`config.mk`:
```
export PLATFORM = sky130hd
export DESIGN_NAME = ascii_infix_calculator_flat
export DESIGN_NICKNAME = d
export VERILOG_FILES = /design/src/design/acalc_pkg.sv /design/src/design/acalc_if.sv /design/src/design/acalc_alu.sv /design/src/design/ascii_infix_calculator.sv /design/src/flat_wrapper.sv
export SDC_FILE = /design/constraint.sdc
export NUM_CORES = 1
export LEC_CHECK = 0
export BUFFER_PORTS_ARGS = -buffer_cell sky130_fd_sc_hd__buf_4
export CAP_MARGIN = 20
export CORE_MARGIN = 10
export CORE_UTILIZATION = 48
export CTS_CLUSTER_DIAMETER = 80
export DETAILED_ROUTE_END_ITERATION = 8
export GPL_TIMING_DRIVEN = 0
export HOLD_SLACK_MARGIN = 0.1
export SYNTH_ARGS = -nofsm -noshare
export SYNTH_HDL_FRONTEND = slang
export SYNTH_HIERARCHICAL = 1
export SYNTH_SLANG_ARGS = --single-unit
```
`constraint.sdc`:
```
create_clock -name clk_i -period 6.38 [get_ports clk_i]
set_input_delay 0.319 -clock clk_i [delete_from_list [all_inputs] [get_ports clk_i]]
set_output_delay 0.319 -clock clk_i [all_outputs]
set_load 0.05 [all_outputs]
```
`src/design/acalc_pkg.sv`:
```
// Package for the ASCII infix calculator: widths, character codes,
// operator/status codes and the control types shared by the RTL files.
// No dependencies.
`default_nettype none

package acalc_pkg;

  localparam int unsigned MAX_CHARS     = 127;
  localparam int unsigned OPERAND_WIDTH = 32;
  localparam int unsigned OPW           = OPERAND_WIDTH;

  localparam int unsigned CHAR_W  = 8;
  localparam int unsigned RES_W   = 32;
  localparam int unsigned STAT_W  = 2;
  localparam int unsigned CNT_W   = $clog2(MAX_CHARS + 1);
  localparam int unsigned STEP_W  = $clog2(OPERAND_WIDTH);

  localparam logic [CHAR_W-1:0] CH_NUL   = 8'h00;
  localparam logic [CHAR_W-1:0] CH_PLUS  = 8'h2B;
  localparam logic [CHAR_W-1:0] CH_MINUS = 8'h2D;
  localparam logic [CHAR_W-1:0] CH_STAR  = 8'h2A;
  localparam logic [CHAR_W-1:0] CH_SLASH = 8'h2F;
  localparam logic [CHAR_W-1:0] CH_ZERO  = 8'h30;
  localparam logic [CHAR_W-1:0] CH_NINE  = 8'h39;

  typedef enum logic [2:0] {
    OP_NONE = 3'd0,
    OP_ADD  = 3'd1,
    OP_SUB  = 3'd2,
    OP_MUL  = 3'd3,
    OP_DIV  = 3'd4
  } op_e;

  typedef enum logic [STAT_W-1:0] {
    STAT_OK       = 2'd0,
    STAT_NO_OP    = 2'd1,
    STAT_DIV_ZERO = 2'd2
  } stat_e;

  typedef enum logic [1:0] {
    CTL_IDLE,
    CTL_CALC,
    CTL_OUT
  } ctl_e;

  typedef enum logic [2:0] {
    PH_IDLE,
    PH_ADD,
    PH_MUL,
    PH_ABS_A,
    PH_ABS_B,
    PH_DIV,
    PH_FIX,
    PH_DONE
  } alu_ph_e;

  typedef struct packed {
    logic start;
    op_e  op;
  } alu_req_t;

  typedef struct packed {
    logic  done;
    stat_e status;
  } alu_rsp_t;

endpackage

`default_nettype wire

```
`src/design/acalc_if.sv`:
```
// Valid/ready channel interfaces for the calculator's byte input and
// result output. Depends on acalc_pkg.
`default_nettype none

interface acalc_in_if import acalc_pkg::*; ();
  logic              valid;
  logic              ready;
  logic [CHAR_W-1:0] character;
  logic              last;

  modport source (output valid, output character, output last, input ready);
  modport sink   (input valid, input character, input last, output ready);
endinterface

interface acalc_out_if import acalc_pkg::*; ();
  logic                    valid;
  logic                    ready;
  logic signed [RES_W-1:0] result;
  logic [STAT_W-1:0]       status;

  modport source (output valid, output result, output status, input ready);
  modport sink   (input valid, input result, input status, output ready);
endinterface

`default_nettype wire

```
`src/design/acalc_alu.sv`:
```
// Shared iterative arithmetic unit: add/sub, shift-add multiply and
// restoring signed divide, all through one adder. Depends on acalc_pkg.
`default_nettype none

module acalc_alu import acalc_pkg::*; (
  input  logic           clk_i,
  input  logic           rst_ni,
  input  alu_req_t       req_i,
  input  logic [OPW-1:0] a_i,
  input  logic [OPW-1:0] b_i,
  output alu_rsp_t       rsp_o,
  output logic [OPW-1:0] res_o
);

  alu_ph_e             phase_q, phase_d;
  logic [STEP_W-1:0]   cnt_q, cnt_d;
  op_e                 op_q, op_d;
  stat_e               stat_q, stat_d;
  logic                neg_q, neg_d;
  logic [OPW:0]        acc_q, acc_d;
  logic [OPW-1:0]      mc_q, mc_d;
  logic [OPW-1:0]      mp_q, mp_d;

  logic [OPW:0]        add_a, add_b;
  logic                add_sub;
  logic [OPW+1:0]      add_sum;
  logic                add_cout;
  logic                last_step;

  // the one adder; carry out doubles as the a >= b test in divide
  assign add_sum  = {1'b0, add_a} + {1'b0, (add_sub ? ~add_b : add_b)}
                  + {{(OPW+1){1'b0}}, add_sub};
  assign add_cout = add_sum[OPW+1];
  assign last_step = (cnt_q == STEP_W'(OPW - 1));

  always_comb begin
    add_a   = '0;
    add_b   = '0;
    add_sub = 1'b0;
    case (phase_q)
      PH_ADD: begin
        add_a   = acc_q;
        add_b   = {1'b0, mc_q};
        add_sub = (op_q == OP_SUB);
      end
      PH_MUL: begin
        add_a = acc_q;
        add_b = {1'b0, mc_q};
      end
      PH_ABS_A: begin
        add_b   = acc_q;
        add_sub = 1'b1;
      end
      PH_ABS_B: begin
        add_b   = {1'b0, mc_q};
        add_sub = 1'b1;
      end
      PH_DIV: begin
        add_a   = {acc_q[OPW-1:0], mp_q[OPW-1]};
        add_b   = {1'b0, mc_q};
        add_sub = 1'b1;
      end
      PH_FIX: begin
        add_b   = {1'b0, mp_q};
        add_sub = neg_q;
      end
      default: ;
    endcase
  end

  // next phase
  always_comb begin
    phase_d = phase_q;
    case (phase_q)
      PH_IDLE: begin
        if (req_i.start) begin
          case (req_i.op)
            OP_ADD, OP_SUB: phase_d = PH_ADD;
            OP_MUL:         phase_d = PH_MUL;
            OP_DIV:         phase_d = (b_i == '0) ? PH_DONE : PH_ABS_A;
            default:        phase_d = PH_DONE;
          endcase
        end
      end
      PH_ADD:   phase_d = PH_DONE;
      PH_MUL:   phase_d = last_step ? PH_DONE : PH_MUL;
      PH_ABS_A: phase_d = PH_ABS_B;
      PH_ABS_B: phase_d = PH_DIV;
      PH_DIV:   phase_d = last_step ? PH_FIX : PH_DIV;
      PH_FIX:   phase_d = PH_DONE;
      PH_DONE:  phase_d = PH_IDLE;
      default:  phase_d = PH_IDLE;
    endcase
  end

  // datapath
  always_comb begin
    cnt_d  = cnt_q;
    op_d   = op_q;
    stat_d = stat_q;
    neg_d  = neg_q;
    acc_d  = acc_q;
    mc_d   = mc_q;
    mp_d   = mp_q;
    case (phase_q)
      PH_IDLE: begin
        if (req_i.start) begin
          op_d   = req_i.op;
          stat_d = STAT_OK;
          cnt_d  = '0;
          neg_d  = a_i[OPW-1] ^ b_i[OPW-1];
          acc_d  = {1'b0, a_i};
          mc_d   = b_i;
          mp_d   = b_i;
          case (req_i.op)
            OP_ADD, OP_SUB: ;
            OP_MUL: begin
              acc_d = '0;
              mc_d  = a_i;
            end
            OP_DIV: begin
              if (b_i == '0) begin
                stat_d = STAT_DIV_ZERO;
                acc_d  = '0;
              end
            end
            default: begin
              stat_d = STAT_NO_OP;
              acc_d  = '0;
            end
          endcase
        end
      end
      PH_ADD: acc_d = add_sum[OPW:0];
      PH_MUL: begin
        if (mp_q[0]) begin
          acc_d = add_sum[OPW:0];
        end
        mc_d  = mc_q << 1;
        mp_d  = mp_q >> 1;
        cnt_d = cnt_q + STEP_W'(1);
      end
      PH_ABS_A: begin
        if (acc_q[OPW-1]) begin
          acc_d = add_sum[OPW:0];
        end
      end
      PH_ABS_B: begin
        if (mc_q[OPW-1]) begin
          mc_d = add_sum[OPW-1:0];
        end
        mp_d  = acc_q[OPW-1:0];
        acc_d = '0;
      end
      PH_DIV: begin
        acc_d = add_cout ? add_sum[OPW:0] : add_a;
        mp_d  = {mp_q[OPW-2:0], add_cout};
        cnt_d = cnt_q + STEP_W'(1);
      end
      PH_FIX: acc_d = add_sum[OPW:0];
      default: ;
    endcase
  end

  always_ff @(posedge clk_i or negedge rst_ni) begin
    if (!rst_ni) begin
      phase_q <= PH_IDLE;
      cnt_q   <= '0;
    end else begin
      phase_q <= phase_d;
      cnt_q   <= cnt_d;
    end
  end

  always_ff @(posedge clk_i) begin
    op_q   <= op_d;
    stat_q <= stat_d;
    neg_q  <= neg_d;
    acc_q  <= acc_d;
    mc_q   <= mc_d;
    mp_q   <= mp_d;
  end

  assign res_o        = acc_q[OPW-1:0];
  assign rsp_o.done   = (phase_q == PH_DONE);
  assign rsp_o.status = stat_q;

endmodule

`default_nettype wire

```
`src/design/ascii_infix_calculator.sv`:
```
// ASCII infix calculator, top level. Depends on acalc_pkg, acalc_if, acalc_alu.
// Input ready is high whenever the control is idle, so ordinary bytes are
// taken back to back. The byte marked last starts the shared ALU for
// add/sub, multiply or divide (one adder pass per bit), then the result is
// held until taken. Input ready stays low from the last byte until then.
// Async active-low reset clears the operands, operator, counters and control.
`default_nettype none

module ascii_infix_calculator import acalc_pkg::*; (
  input  logic         clk_i,
  input  logic         rst_ni,
  acalc_in_if.sink     in_i,
  acalc_out_if.source  out_o
);

  ctl_e             ctl_q, ctl_d;
  logic [OPW-1:0]   first_q, first_d, first_n;
  logic [OPW-1:0]   second_q, second_d, second_n;
  op_e              op_q, op_d, op_n;
  logic             after_q, after_d, after_n;
  logic             term_q, term_d, term_n;
  logic [CNT_W-1:0] cnt_q, cnt_d, cnt_n;
  logic [RES_W-1:0] result_q, result_d;
  stat_e            status_q, status_d;

  logic             in_fire;
  logic             live;
  logic [CHAR_W-1:0] digit;
  logic [OPW-1:0]   acc_src, acc_new;
  logic [OPW+RES_W-1:0] res_ext;

  alu_req_t         alu_req;
  alu_rsp_t         alu_rsp;
  logic [OPW-1:0]   alu_res;

  assign in_i.ready = (ctl_q == CTL_IDLE);
  assign in_fire    = in_i.valid && in_i.ready;
  assign live       = !term_q && (cnt_q < CNT_W'(MAX_CHARS));

  // value*10 + digit as two shifts and two adds
  assign digit   = in_i.character - CH_ZERO;
  assign acc_src = after_q ? second_q : first_q;
  assign acc_new = (acc_src << 3) + (acc_src << 1)
                 + {{(OPW-4){1'b0}}, digit[3:0]};

  // state after this byte has been taken into account
  always_comb begin
    first_n  = first_q;
    second_n = second_q;
    op_n     = op_q;
    after_n  = after_q;
    term_n   = term_q;
    cnt_n    = cnt_q;
    if (live) begin
      cnt_n = cnt_q + CNT_W'(1);
      if (in_i.character == CH_NUL) begin
        term_n = 1'b1;
      end else if (in_i.character inside {[CH_ZERO:CH_NINE]}) begin
        if (after_q) begin
          second_n = acc_new;
        end else begin
          first_n = acc_new;
        end
      end else begin
        case (in_i.character)
          CH_PLUS: begin
            op_n    = OP_ADD;
            after_n = 1'b1;
          end
          CH_MINUS: begin
            op_n    = OP_SUB;
            after_n = 1'b1;
          end
          CH_STAR: begin
            op_n    = OP_MUL;
            after_n = 1'b1;
          end
          CH_SLASH: begin
            op_n    = OP_DIV;
            after_n = 1'b1;
          end
          default: ;
        endcase
      end
    end
  end

  always_comb begin
    first_d  = first_q;
    second_d = second_q;
    op_d     = op_q;
    after_d  = after_q;
    term_d   = term_q;
    cnt_d    = cnt_q;
    if (in_fire) begin
      if (in_i.last) begin
        first_d  = '0;
        second_d = '0;
        op_d     = OP_NONE;
        after_d  = 1'b0;
        term_d   = 1'b0;
        cnt_d    = '0;
      end else begin
        first_d  = first_n;
        second_d = second_n;
        op_d     = op_n;
        after_d  = after_n;
        term_d   = term_n;
        cnt_d    = cnt_n;
      end
    end
  end

  assign alu_req.start = in_fire && in_i.last;
  assign alu_req.op    = op_n;

  acalc_alu u_alu (
    .clk_i  (clk_i),
    .rst_ni (rst_ni),
    .req_i  (alu_req),
    .a_i    (first_n),
    .b_i    (second_n),
    .rsp_o  (alu_rsp),
    .res_o  (alu_res)
  );

  // sign-extend from operand width, then keep the low 32 bits
  assign res_ext  = {{RES_W{alu_res[OPW-1]}}, alu_res};
  assign result_d = alu_rsp.done ? res_ext[RES_W-1:0] : result_q;
  assign status_d = alu_rsp.done ? alu_rsp.status : status_q;

  // next state
  always_comb begin
    ctl_d = ctl_q;
    case (ctl_q)
      CTL_IDLE: if (in_fire && in_i.last) ctl_d = CTL_CALC;
      CTL_CALC: if (alu_rsp.done) ctl_d = CTL_OUT;
      CTL_OUT:  if (out_o.ready) ctl_d = CTL_IDLE;
      default:  ctl_d = CTL_IDLE;
    endcase
  end

  // outputs
  always_comb begin
    out_o.valid  = (ctl_q == CTL_OUT);
    out_o.result = result_q;
    out_o.status = status_q;
  end

  always_ff @(posedge clk_i or negedge rst_ni) begin
    if (!rst_ni) begin
      ctl_q    <= CTL_IDLE;
      first_q  <= '0;
      second_q <= '0;
      op_q     <= OP_NONE;
      after_q  <= 1'b0;
      term_q   <= 1'b0;
      cnt_q    <= '0;
    end else begin
      ctl_q    <= ctl_d;
      first_q  <= first_d;
      second_q <= second_d;
      op_q     <= op_d;
      after_q  <= after_d;
      term_q   <= term_d;
      cnt_q    <= cnt_d;
    end
  end

  always_ff @(posedge clk_i) begin
    result_q <= result_d;
    status_q <= status_d;
  end

endmodule

`default_nettype wire
```
`src/flat_wrapper.sv`:
```
// flat-port wrapper written by rule: the top's interface ports become plain ports
module ascii_infix_calculator_flat import acalc_pkg::*;
  (clk_i, rst_ni, in_i_valid, in_i_character, in_i_last, in_i_ready, out_o_valid, out_o_result, out_o_status, out_o_ready);
  acalc_in_if in_i_i ();
  acalc_out_if out_o_i ();
  input  logic clk_i;
  input  logic rst_ni;
  input wire logic [$bits(in_i_i.valid)-1:0] in_i_valid;
  input wire logic [$bits(in_i_i.character)-1:0] in_i_character;
  input wire logic [$bits(in_i_i.last)-1:0] in_i_last;
  output wire logic [$bits(in_i_i.ready)-1:0] in_i_ready;
  output wire logic [$bits(out_o_i.valid)-1:0] out_o_valid;
  output wire logic [$bits(out_o_i.result)-1:0] out_o_result;
  output wire logic [$bits(out_o_i.status)-1:0] out_o_status;
  input wire logic [$bits(out_o_i.ready)-1:0] out_o_ready;
  assign in_i_i.valid = in_i_valid;
  assign in_i_i.character = in_i_character;
  assign in_i_i.last = in_i_last;
  assign in_i_ready = in_i_i.ready;
  assign out_o_valid = out_o_i.valid;
  assign out_o_result = out_o_i.result;
  assign out_o_status = out_o_i.status;
  assign out_o_i.ready = out_o_ready;
  ascii_infix_calculator u_core (.clk_i(clk_i), .rst_ni(rst_ni), .in_i(in_i_i), .out_o(out_o_i));
endmodule
```
==> impl_metrics.csv <==
group,metric,value,unit
outcome,status,"completed",
power,vdd_drop_max,0.458,mV
cts,cts_sinks,223,
setup_path,start_kind,"register",
layout,seq_area,6270,um^2
synth,synthTopCellsByCount,"nand2_1 (395), o21ai_0 (240), a21oi_1 (145)",
synth,avgSynthCellArea,8.58,um^2
drt,drc,0,
setup_path,path_class,"reg -> reg",
setup_path,crit_chain,"buf_2 > clkinv_1 > nor2_1 > clkbuf_1 > nand2_1 > o21ai_0 > a222oi_1 > xnor2_1 > ha_1 > a21oi_1 > o21ai_0 > or3_1 > nor3_1 > nor4b_4 > nor2_2 > nor2_1 > nor2_2 > buf_2 > o21ai_1",
drt,via_per_inst,6.48,
placed_design,gp_congestion,0.991,
cts,cts_tree,"built",
layout,diodes,0,
drt,via_count,16900,
layout,drive_gt1_frac,0.114,
setup_path,worst_setup_path_end_kind,"register",
worst_hold_path,hold_start,"in_i_last",
synth,synth_ff_type,"edfxtp_1",
global_routing,antenna_found_initial,0,
global_routing,grt_max_degree,61,
layout,postLayoutCellArea,19700,um^2
setup_path,max_stage_delay,0.60,ns
drt,drt_wl_total,65800,um
floorplanning,die_x,211,um
layout,final_nets,2232,
synth,syn_nets,2146,
floorplanning,core_area,35700,um^2
flow_run,max-cap-violations,0,
sta,rsz0062_at_grt,"true",
synth,synth_area,17500,um^2
sta,clock_skew,0.0125,ns
sta,slew_viol_final,0,
layout,fin_util,0.550,
sta,tightest_slew,1.16,ns
placed_design,portBuffers,47,
cts,cts_max_path_buffers,3,
worst_hold_path,hp-class,"in -> reg",
synth,yosys_warnings,6,
global_routing,grt_pass1_wl,98400,um
cts,insertion_delay,0.57,ns
floorplanning,dieArea,44500,um^2
cts,path_clk_slew,0.06,ns
drt,first_iter_violations,2253,
placed_design,hpwl,51000,um
synth,yosysSeqAreaShare,0.358,
synth,async_flop_share,0.386,
cts,cts_max_level,1,
setup_path,critPathTopFamily,"simple AND/OR/NAND/NOR gates",
sta,setup_slack,0.0836,ns
synth,synth-seq-cells,223,
synth,yosysMostFrequentCell,"nand2_1",
setup_path,worstPathArrival,6.60,ns
sta,setup_viol,0,
layout,multi_input_area,10400,um^2
floorplanning,pin_count,49,
floorplanning,die_height,211,um
sta,finalHoldViolCount,0,
global_routing,grt_usage,0.288,
layout,fillerInstances,3363,
synth,yosysTopAreaCell,"edfxtp_1",
cts,root_buffer,"clkbuf_16",
sta,fin_crit,6.30,ns
global_routing,grt_pass1_vias,15800,
global_routing,grt_overflow,0,
power,leakage,8.74,nW
cts,numCtsBuffers,28,
sta,maxSlewHeadroom,0.225,
setup_path,required,6.69,ns
drt,wl_per_cell,25.3,um
synth,synth_area_leaders,"edfxtp_1 (24%), dfrtp_1 (12%), nand2_1 (8.5%)",
drt,antenna_left,0,
power,cellPowerDensity,575,nW/um^2
floorplanning,initial_core_util,0.489,
placed_design,dpl_worst_slack,-1.18,ns
setup_path,slowest_stage,"nor2_2",
floorplanning,rows,69,
synth,synthCells,2037,
synth,synth_top_area_frac,0.235,
synth,synth_edf_count,137,
setup_path,path_buf_inv,4,
synth,ys_types,83,
setup_path,r2r_slack,0.08,ns
setup_path,rr_startpoint,"u_core/u_alu/phase_q[1]",
setup_path,path_max_fanout,10,
sta,period_share,0.987,
placed_design,dpl_cell_area,18600,um^2
sta,clock.fmax,159,MHz
drt,drt-pass1-iter-count,7,
layout,syn_to_final_growth,12.5,%
setup_path,crit_start,"u_core/u_alu/phase_q[1]",
-- logic make-up (layout without fill, tap and decap cells) --
family,count (synthesis),count (layout),share of synthesized area
buffers and inverters,215,323,0.0541
AO/OA/AOI/OAI,722,722,0.270
AND/OR/NAND/NOR,604,604,0.149
adder cells (fa/ha/maj),96,96,0.0700
XOR/XNOR,92,92,0.0465
flip-flops,223,223,0.358
multiplexers,85,85,0.0519
-- path summary, 6_finish.rpt --
| check | to | depth (start not counted) |
|---|---|---|
| hold reg to reg | u_core/out_o.status[0] | 0 |
| max in group asynchronous | u_core/second_q[21] | 3 |
| min in group asynchronous | u_core/op_q[0] | 2 |
| setup reg to reg | u_core/u_alu/acc_q[5] | 19 |
| setup / recovery | u_core/u_alu/acc_q[5] | 19 |
| hold / removal | u_core/cnt_q[0] | 3 |
-- worst min-delay path, cell delays in order --
cell      delay (ns)
buf_4           0.09
nand2b_1        0.15
o31ai_1         0.08
-- stage by stage --
stage / total power [mW] / setup TNS [ns] / hold WS [ns] / cells
final: 11.3 / 0 / 0.127 / 2606
after global routing: 11.9 / -0.00734 / 0.117 / 2606
after CTS: 11.1 / 0 / 0.105 / 2605
after detailed placement: 9.33 / -30.68 / 0.280 / 2551
after global placement: 9.21 / -31.08 / 0.405 / 2545
after floorplan: 7.14 / 0 / 0.0234 / 2037
-- state kept, by name, summed over array words and instances, names as in the netlist --
signal	flops
u_core/ctl_q	2
u_core/out_o.result	32
u_core/u_alu/mp_q	32
u_core/after_q	1
u_core/out_o.status	2
u_core/cnt_q	7
u_core/second_q	32
u_core/u_alu/op_q	3
u_core/u_alu/neg_q	1
u_core/u_alu/acc_q	33
u_core/term_q	1
u_core/first_q	32
u_core/u_alu/cnt_q	5
u_core/u_alu/phase_q	3
u_core/u_alu/stat_q	2
u_core/u_alu/mc_q	32
u_core/op_q	3
-- per-layer routing --
layer / global-route usage / share of wire
met4: 0.111 / 0.041
met5: 0 / 0
met3: 0.0582 / 0.097
met1: 0.403 / 0.43
met2: 0.427 / 0.43
-- cell usage in the layout (no fill, tap or decap), drive strengths merged, types with 33 or more instances in the layout --
master / count
nand2: 395
o21ai: 259
a21oi: 147
edfxtp: 137
clkbuf: 132
buf: 113
ha: 93
dfrtp: 86
a22o: 82
nor2: 77
xnor2: 62
inv: 60
mux2: 45
a21o: 41
mux2i: 40
a21boi: 33
-- cell type report --
type	count	share of cell area
multi-input combinational	1599	0.526
sequential	223	0.319
clock buffer	36	0.0424
buffer	154	0.0371
tap	461	0.0293
timing repair buffer	57	0.0267
inverter	60	0.0114
clock inverter	16	0.00808
-- report_power, final --
group	internal, mW	switching, mW	total [mW]
Combinational	2.37	4.75	7.12
Clock	1.01	0.700	1.71
Sequential	2.14	0.352	2.49
Total	5.52	5.80	11.3
-- what timing repair did --
item / in CTS / in global routing
cloned: 0 / 0
hold endpoints to repair: 72 / 0
resized for setup: 10 / 14
hold buffers: 2 / 0
pin swaps: 1 / 1
setup buffers: 1 / 1
setup endpoints to repair: 32 / 28
(Power assumes the default switching activity.)
